==> config.mk <==
export PLATFORM = sky130hd
export DESIGN_NAME = hcp_front
export DESIGN_NICKNAME = d
export VERILOG_FILES = /design/src/hw/rtl/hcp_pkg.sv /design/src/hw/rtl/hcp_front.sv
export SDC_FILE = /design/constraint.sdc
export NUM_CORES = 1
export LEC_CHECK = 0
export BUFFER_PORTS_ARGS = -buffer_cell sky130_fd_sc_hd__buf_2
export CAP_MARGIN = 20
export CORE_AREA = 5 5 239 241
export DETAILED_ROUTE_END_ITERATION = 7
export DIE_AREA = 0 0 244 246
export PLACE_DENSITY = 0.69
export SETUP_SLACK_MARGIN = 0.4
export SYNTH_ARGS = -nofsm -noshare
export SYNTH_HDL_FRONTEND = slang
export SYNTH_SLANG_ARGS = --single-unit
==> constraint.sdc <==
create_clock -name clk -period 11.8 [get_ports clk]
set_input_delay 2.36 -clock clk [delete_from_list [all_inputs] [get_ports clk]]
set_output_delay 2.36 -clock clk [all_outputs]
set_load 0.01 [all_outputs]
==> src/hw/rtl/hcp_pkg.sv <==
// Package for the homography crop block: shared widths, codes and payload types.
// Used by hcp_front, hcp_back and the top level; it depends on nothing else.
package hcp_pkg;

  // Field and arithmetic widths.
  localparam int COEF_W     = 32;
  localparam int FRAC_BITS  = 16;
  localparam int DIM_W      = 13;
  localparam int SAT_BITS   = 20;
  localparam int PROD_W     = COEF_W + DIM_W + 1;
  localparam int SUM_W      = PROD_W + 2;
  localparam int MAG_W      = SUM_W - 1;
  localparam int PROJ_Q_W   = SAT_BITS + FRAC_BITS;
  localparam int COORD_W    = PROJ_Q_W + 2;
  localparam int SIDE_W     = DIM_W + FRAC_BITS;
  localparam int OV_W       = COORD_W + 2;
  localparam int PCT_W      = 23;
  localparam int PCT_NUM_W  = DIM_W + PCT_W;

  // Constants.
  localparam logic [PCT_W-1:0] PCT_FULL  = 23'd6553600;
  localparam int               PCT_SCALE = 100;
  localparam logic [DIM_W-1:0] FW_RESET  = 13'd1920;
  localparam logic [DIM_W-1:0] FH_RESET  = 13'd1080;

  // Configuration register indexes.
  localparam int                CFG_IDX_W        = 2;
  localparam logic [CFG_IDX_W-1:0] CFG_FRAME_WIDTH  = 2'd0;
  localparam logic [CFG_IDX_W-1:0] CFG_FRAME_HEIGHT = 2'd1;

  // Result buffer geometry.
  localparam int OUT_DEPTH = 32;
  localparam int OUT_PTR_W = 5;
  localparam int CREDIT_W  = OUT_PTR_W + 1;

  // Frame corners in projection order.
  typedef enum logic [1:0] {
    CORNER_TL = 2'd0,
    CORNER_TR = 2'd1,
    CORNER_BR = 2'd2,
    CORNER_BL = 2'd3
  } corner_t;

  typedef struct packed {
    logic signed [COEF_W-1:0] h00;
    logic signed [COEF_W-1:0] h01;
    logic signed [COEF_W-1:0] h02;
    logic signed [COEF_W-1:0] h10;
    logic signed [COEF_W-1:0] h11;
    logic signed [COEF_W-1:0] h12;
    logic signed [COEF_W-1:0] h20;
    logic signed [COEF_W-1:0] h21;
    logic signed [COEF_W-1:0] h22;
  } in_item_t;

  typedef struct packed {
    logic [PCT_W-1:0] crop_percent;
    logic             no_overlap;
  } out_item_t;

  // One queued job: coefficients plus the frame size captured at acceptance.
  typedef struct packed {
    in_item_t         coef;
    logic [DIM_W-1:0] fw;
    logic [DIM_W-1:0] fh;
    logic             zero_frame;
  } job_t;

  // Sideband carried through a projection divider.
  typedef struct packed {
    corner_t          corner;
    logic             zero;
    logic             neg;
    logic             sat;
    logic             zero_frame;
    logic [DIM_W-1:0] fw;
    logic [DIM_W-1:0] fh;
  } proj_tag_t;

  // Sideband carried through a percentage divider.
  typedef struct packed {
    logic no_overlap;
  } pct_tag_t;

endpackage

==> src/hw/rtl/hcp_front.sv <==
// Front end: configuration registers, input acceptance and a two-entry job queue.
// Depends on hcp_pkg.
module hcp_front (
  input  logic                            clk,
  input  logic                            rst,
  input  logic                            cfg_we,
  input  logic [hcp_pkg::CFG_IDX_W-1:0]   cfg_index,
  input  logic [hcp_pkg::DIM_W-1:0]       cfg_data,
  input  logic                            in_valid,
  output logic                            in_stall,
  input  hcp_pkg::in_item_t               in_data,
  output logic                            q_valid,
  input  logic                            q_pop,
  output hcp_pkg::job_t                   q_job
);

  logic [hcp_pkg::DIM_W-1:0] frame_width;
  logic [hcp_pkg::DIM_W-1:0] frame_height;
  hcp_pkg::job_t             entry [0:1];
  logic                      wr_ptr;
  logic                      rd_ptr;
  logic [1:0]                count;
  logic                      push;

  // Frame size registers.
  always_ff @(posedge clk) begin
    if (rst) begin
      frame_width  <= hcp_pkg::FW_RESET;
      frame_height <= hcp_pkg::FH_RESET;
    end else if (cfg_we) begin
      if (cfg_index == hcp_pkg::CFG_FRAME_WIDTH) frame_width <= cfg_data;
      if (cfg_index == hcp_pkg::CFG_FRAME_HEIGHT) frame_height <= cfg_data;
    end
  end

  // A transaction is taken while the queue has room; degenerate frames are marked.
  assign in_stall = (count == 2'd2);
  assign push     = in_valid && !in_stall;

  always_ff @(posedge clk) begin
    if (rst) begin
      wr_ptr <= 1'b0;
      rd_ptr <= 1'b0;
      count  <= 2'd0;
    end else begin
      if (push) wr_ptr <= !wr_ptr;
      if (q_pop) rd_ptr <= !rd_ptr;
      count <= count + 2'(push) - 2'(q_pop);
    end
    if (push) begin
      entry[wr_ptr].coef       <= in_data;
      entry[wr_ptr].fw         <= frame_width;
      entry[wr_ptr].fh         <= frame_height;
      entry[wr_ptr].zero_frame <= (frame_width == '0) || (frame_height == '0);
    end
  end

  assign q_valid = (count != 2'd0);
  assign q_job   = entry[rd_ptr];

endmodule

### After elaboration in Yosys (flattened, before gate mapping)

Memory sizes are Yosys's and may differ from the RTL's. A register that Yosys moved wholly into a read port is not among the register bits.
Cells that the tools add are included.

* flip-flop bits (word level): 30
* RAM bits: 630
* bits of input ports: 308
* output and inout bits: 317
* logic and storage cells: 25
* memories kept: 1

* $add $sub $neg: 2
* equal/unequal tests: 2
* mux-type cells: 4
* reduce and logical (&&, ||, !) cells: 11

Memories
* entry: depth 2, width 315, read ports 1, clocked after memory_dff 1, write ports 1, RTL line hcp_front.sv:19 `hcp_pkg::job_t entry [0:1];`

Operators by type and width (count)
* logical NOT 13 bit: 2
* 2-to-1 mux 1 bit: 4
* AND reduction 2 bit: 2
* logical NOT 1 bit: 3
* adder 2 x 1 -> 2 bit: 1
* equality test 2 x 1 -> 1 bit (second input constant): 1
* equality test 2 bit (second input constant): 1
* logical NOT 2 bit: 1
* nonzero test 2 bit: 1
* subtractor 2 x 1 -> 2 bit: 1
* logical AND 1 bit: 1
* logical OR 1 bit: 1

### Depth between registers and ports, before layout

* depth after elaboration: 5
* gate-level depth with buffers: 8
* gate-level depth less buffers: 8

### Worst setup path before layout

Ideal clock, no wire load.

* path kind: input port to flip-flop
* start point: in in_valid
* end point: mem entry[0][0] in the netlist's numbering, enable pin
* setup time: 0.665 ns
* arrival: 8.930 ns
* required time: 11.135 ns
* slack: 2.205 ns
* stages: 3
* path buffers: 0
* cell sequence: inv_1 or3_2 inv_1

* longest elaborated chain between the ends: 3

Ends and longest elaborated chain
* from (decl): RTL line hcp_front.sv:9 `input logic in_valid,`
* logical AND 1 bit: RTL line hcp_front.sv:38 `assign push = in_valid && !in_stall;`
* 2-to-1 mux 1 bit: RTL line hcp_front.sv:50 `if (push) begin`
* 2-to-1 mux 1 bit (implied by the code): RTL line hcp_front.sv:54 `entry[wr_ptr].zero_frame <= (frame_width == '0) || (frame_height == '0);`
* to (decl): RTL line hcp_front.sv:19

Every way passes these cells.

==> metrics <==
row count 86; drt wl/cell 21.9 um; number of global-route vias before repair 13600; WL final 56.2 mm; dpl cell area 27800 um2; Starting Density 0.440; cell total after placement 2428; fmax 0.162 GHz; post-detail-place hpwl 38.8 mm; area delta synth->final 24.3%; sequential fraction of the synthesis area 0.812; gpl congestion 0.810; Layout Skew 21.7 ps; hold crit path type reg -> reg; Syn. warnings 0; setup TNS 0 ps; slowest CP cell buf_4; Worst-path clk slew 60 ps; first-pass GRT wire length 81.5 mm; RSZ-0062 raised after global routing no; Pleak 11.1 nW; initial antenna violation count 27; Buf/Inv on CP 3; total CTS buffers 69; VDD IR max 172 uV; share of cells above drive strength 1 0.566; CP Data Arrival Time 3820 ps; critical hold path startpoint frame_height[2]; CP endpoint kind primary output; WS Path Type reg -> out; worst slack, placed 5910 ps; WHS Endpoint entry[1][3]; r2r endpoint entry[0][210]; # Post-CTS Setup Buffers 0; most frequent cell on the critical path buf_4; synthesized area 24100 um2; Power Density 187 nW/um2; NumNets Final 2105; fillcell total 4345; r2r setup slk 8010 ps; H-Tree Depth 3; worst path required time 9440 ps; final instance area 29900 um2; Ports 625; DIE AREA 60000 um2; DRC Markers 0; Port-buffer cells 624; worst-skew pair later-pin latency 590 ps; #FFs+latches synth 661; headroom to the max-slew limit 0.300; via density per instance 4.98; Die Width 244 um; final std cells w/o fill 2567; CP Max Fanout 74; Post-synth EDFFs 630; via count 12800; Synthesized Nets 1442; r2r worst-path depth 6; CTS sink count 661; Hold Crit Depth 0; CP top delay family buffers and inverters; Final Hold Fails 0; # hold bufs at CTS 0; Syn Inst Count 1132; period utilization 0.524; GRT Residual Overflow 0; GR Util All Layers 0.179; ys flop type edfxtp_1; CP max stage delay 900 ps; Setup-failing EPs final 0; pin count of the biggest net entering global routing 147; MaxCap Viol Count 0; setup ws final 5620 ps; status complete, no violations; ys async rst share 0; max-slew violations 0; Clock Path Buffers 3; Slew @ Worst Pin 1050 ps; launch point of the worst reg-to-reg path count[0]; CTS tree built; Resized cells post-CTS 0; Final ANT Viol Nets 0; total core area 54700 um2; Clock Root Buffer clkbuf_16; Post-Syn Area per Cell 21.3 um2; post-synth cell types 27; min Tclk post-route 6180 ps; drt first pass iters 4; startpoint types register; die height 246 um; total power 0.00561 W; worst-path cell chain buf_4 -> buf_4 -> mux2_2 -> buf_2; Initial DRC Count 722
[cell families after synthesis]
family	Yosys count	share of synthesized area
fa+ha+maj	2	0.00104
mux	315	0.147
xor+xnor	2	0.000728
flops	661	0.812
compound gates	20	0.00416
buf+inv	46	0.0171
simple gates	86	0.0173
[per-layer routing]
metal  part of all wire  vias to the layer above  global-route usage
met5             0.0020                        -                   0
met1               0.36                     6405               0.196
met2               0.53                      430               0.317
met3              0.079                      121              0.0688
met4              0.035                       16              0.0685
li1                   -                     5805                   -
[cell usage in the layout, fill, tap and decap left out, types with 2 or more instances in the layout]
| master | netlist | layout |
|---|---|---|
| edfxtp_1 | 630 | 630 |
| buf_2 | 10 | 624 |
| mux2_2 | 315 | 315 |
| clkbuf_16 | 0 | 71 |
| nand2_1 | 54 | 54 |
| dfxtp_1 | 31 | 30 |
| diode_2 | 0 | 19 |
| a21oi_1 | 19 | 19 |
| clkinv_1 | 0 | 19 |
| clkbuf_1 | 2 | 15 |
| nand3b_1 | 9 | 9 |
| buf_4 | 0 | 9 |
| clkinv_2 | 0 | 6 |
| nor2_1 | 5 | 5 |
| nor4_1 | 4 | 4 |
| inv_1 | 4 | 3 |
| nor3_1 | 3 | 3 |
| inv_6 | 0 | 3 |
| bufinv_16 | 0 | 3 |
| nand4_1 | 2 | 2 |
| ha_1 | 2 | 2 |
| clkinv_8 | 0 | 2 |
[sequential cells by signal, indices dropped and copies added (netlist names), named ones only]
register / cells
count: 2
entry: 630
frame_height: 13
frame_width: 13
rd_ptr: 1
wr_ptr: 1
[cells in the mapped netlist (all sizes together) (2+ instances only)]
cell / n / area, um2
buf: 40 / 388
nor4: 4 / 25.0
nor3: 3 / 15.0
nor2: 5 / 18.8
a21oi: 19 / 95.1
mux2: 315 / 3550
dfxtp: 31 / 621
ha: 2 / 25.0
nand2: 54 / 203
nand3b: 9 / 67.6
inv: 4 / 15.0
clkbuf: 2 / 7.51
nand4: 2 / 12.5
edfxtp: 630 / 18900
[through the flow]
| step | hold WS [ps] | util |
|---|---|---|
| floorplan | 448 | - |
| global placement | 465 | 0.508 |
| detailed placement | 481 | 0.508 |
| CTS | 484 | 0.546 |
| global route | 512 | 0.547 |
| finish | 489 | 0.547 |
[worst max path at each step]
stage / from / end / depth (start not counted)
floorplan: in_valid / entry[0][0] / 3
global placement: in_valid / entry[0][157] / 6
detailed placement: in_valid / entry[0][236] / 6
CTS: register / q_job[174] / 4
global route: register / q_job[174] / 4
finish: register / q_job[220] / 4
[worst register-to-register path: cells and delay by family (launching register included)]
family                 cells  cell delay [ps]
buffers and inverters      4             2340
DFF                        1              360
and+or+nand+nor            2              650
[layout make-up]
class                           count  area (um2)  share of cell area
Tap cell                          704         881              0.0295
Sequential cell                   661       19500               0.653
Clock inverter                     34         259             0.00866
Antenna cell                       19        47.5             0.00159
Clock buffer                       86        1830              0.0613
Inverter                            4        22.5            0.000753
Timing Repair Buffer              634        3210               0.107
Multi-Input combinational cell    425        4110               0.137
[where the power goes]
group | total [W] | switching (W) | internal [W]
clock | 0.00201 | 0.000846 | 0.00117
sequential | 0.00288 | 0.0000518 | 0.00282
combinational | 0.000718 | 0.000420 | 0.000298
total | 0.00561 | 0.00132 | 0.00429
Power figures use the tool's default switching activity.
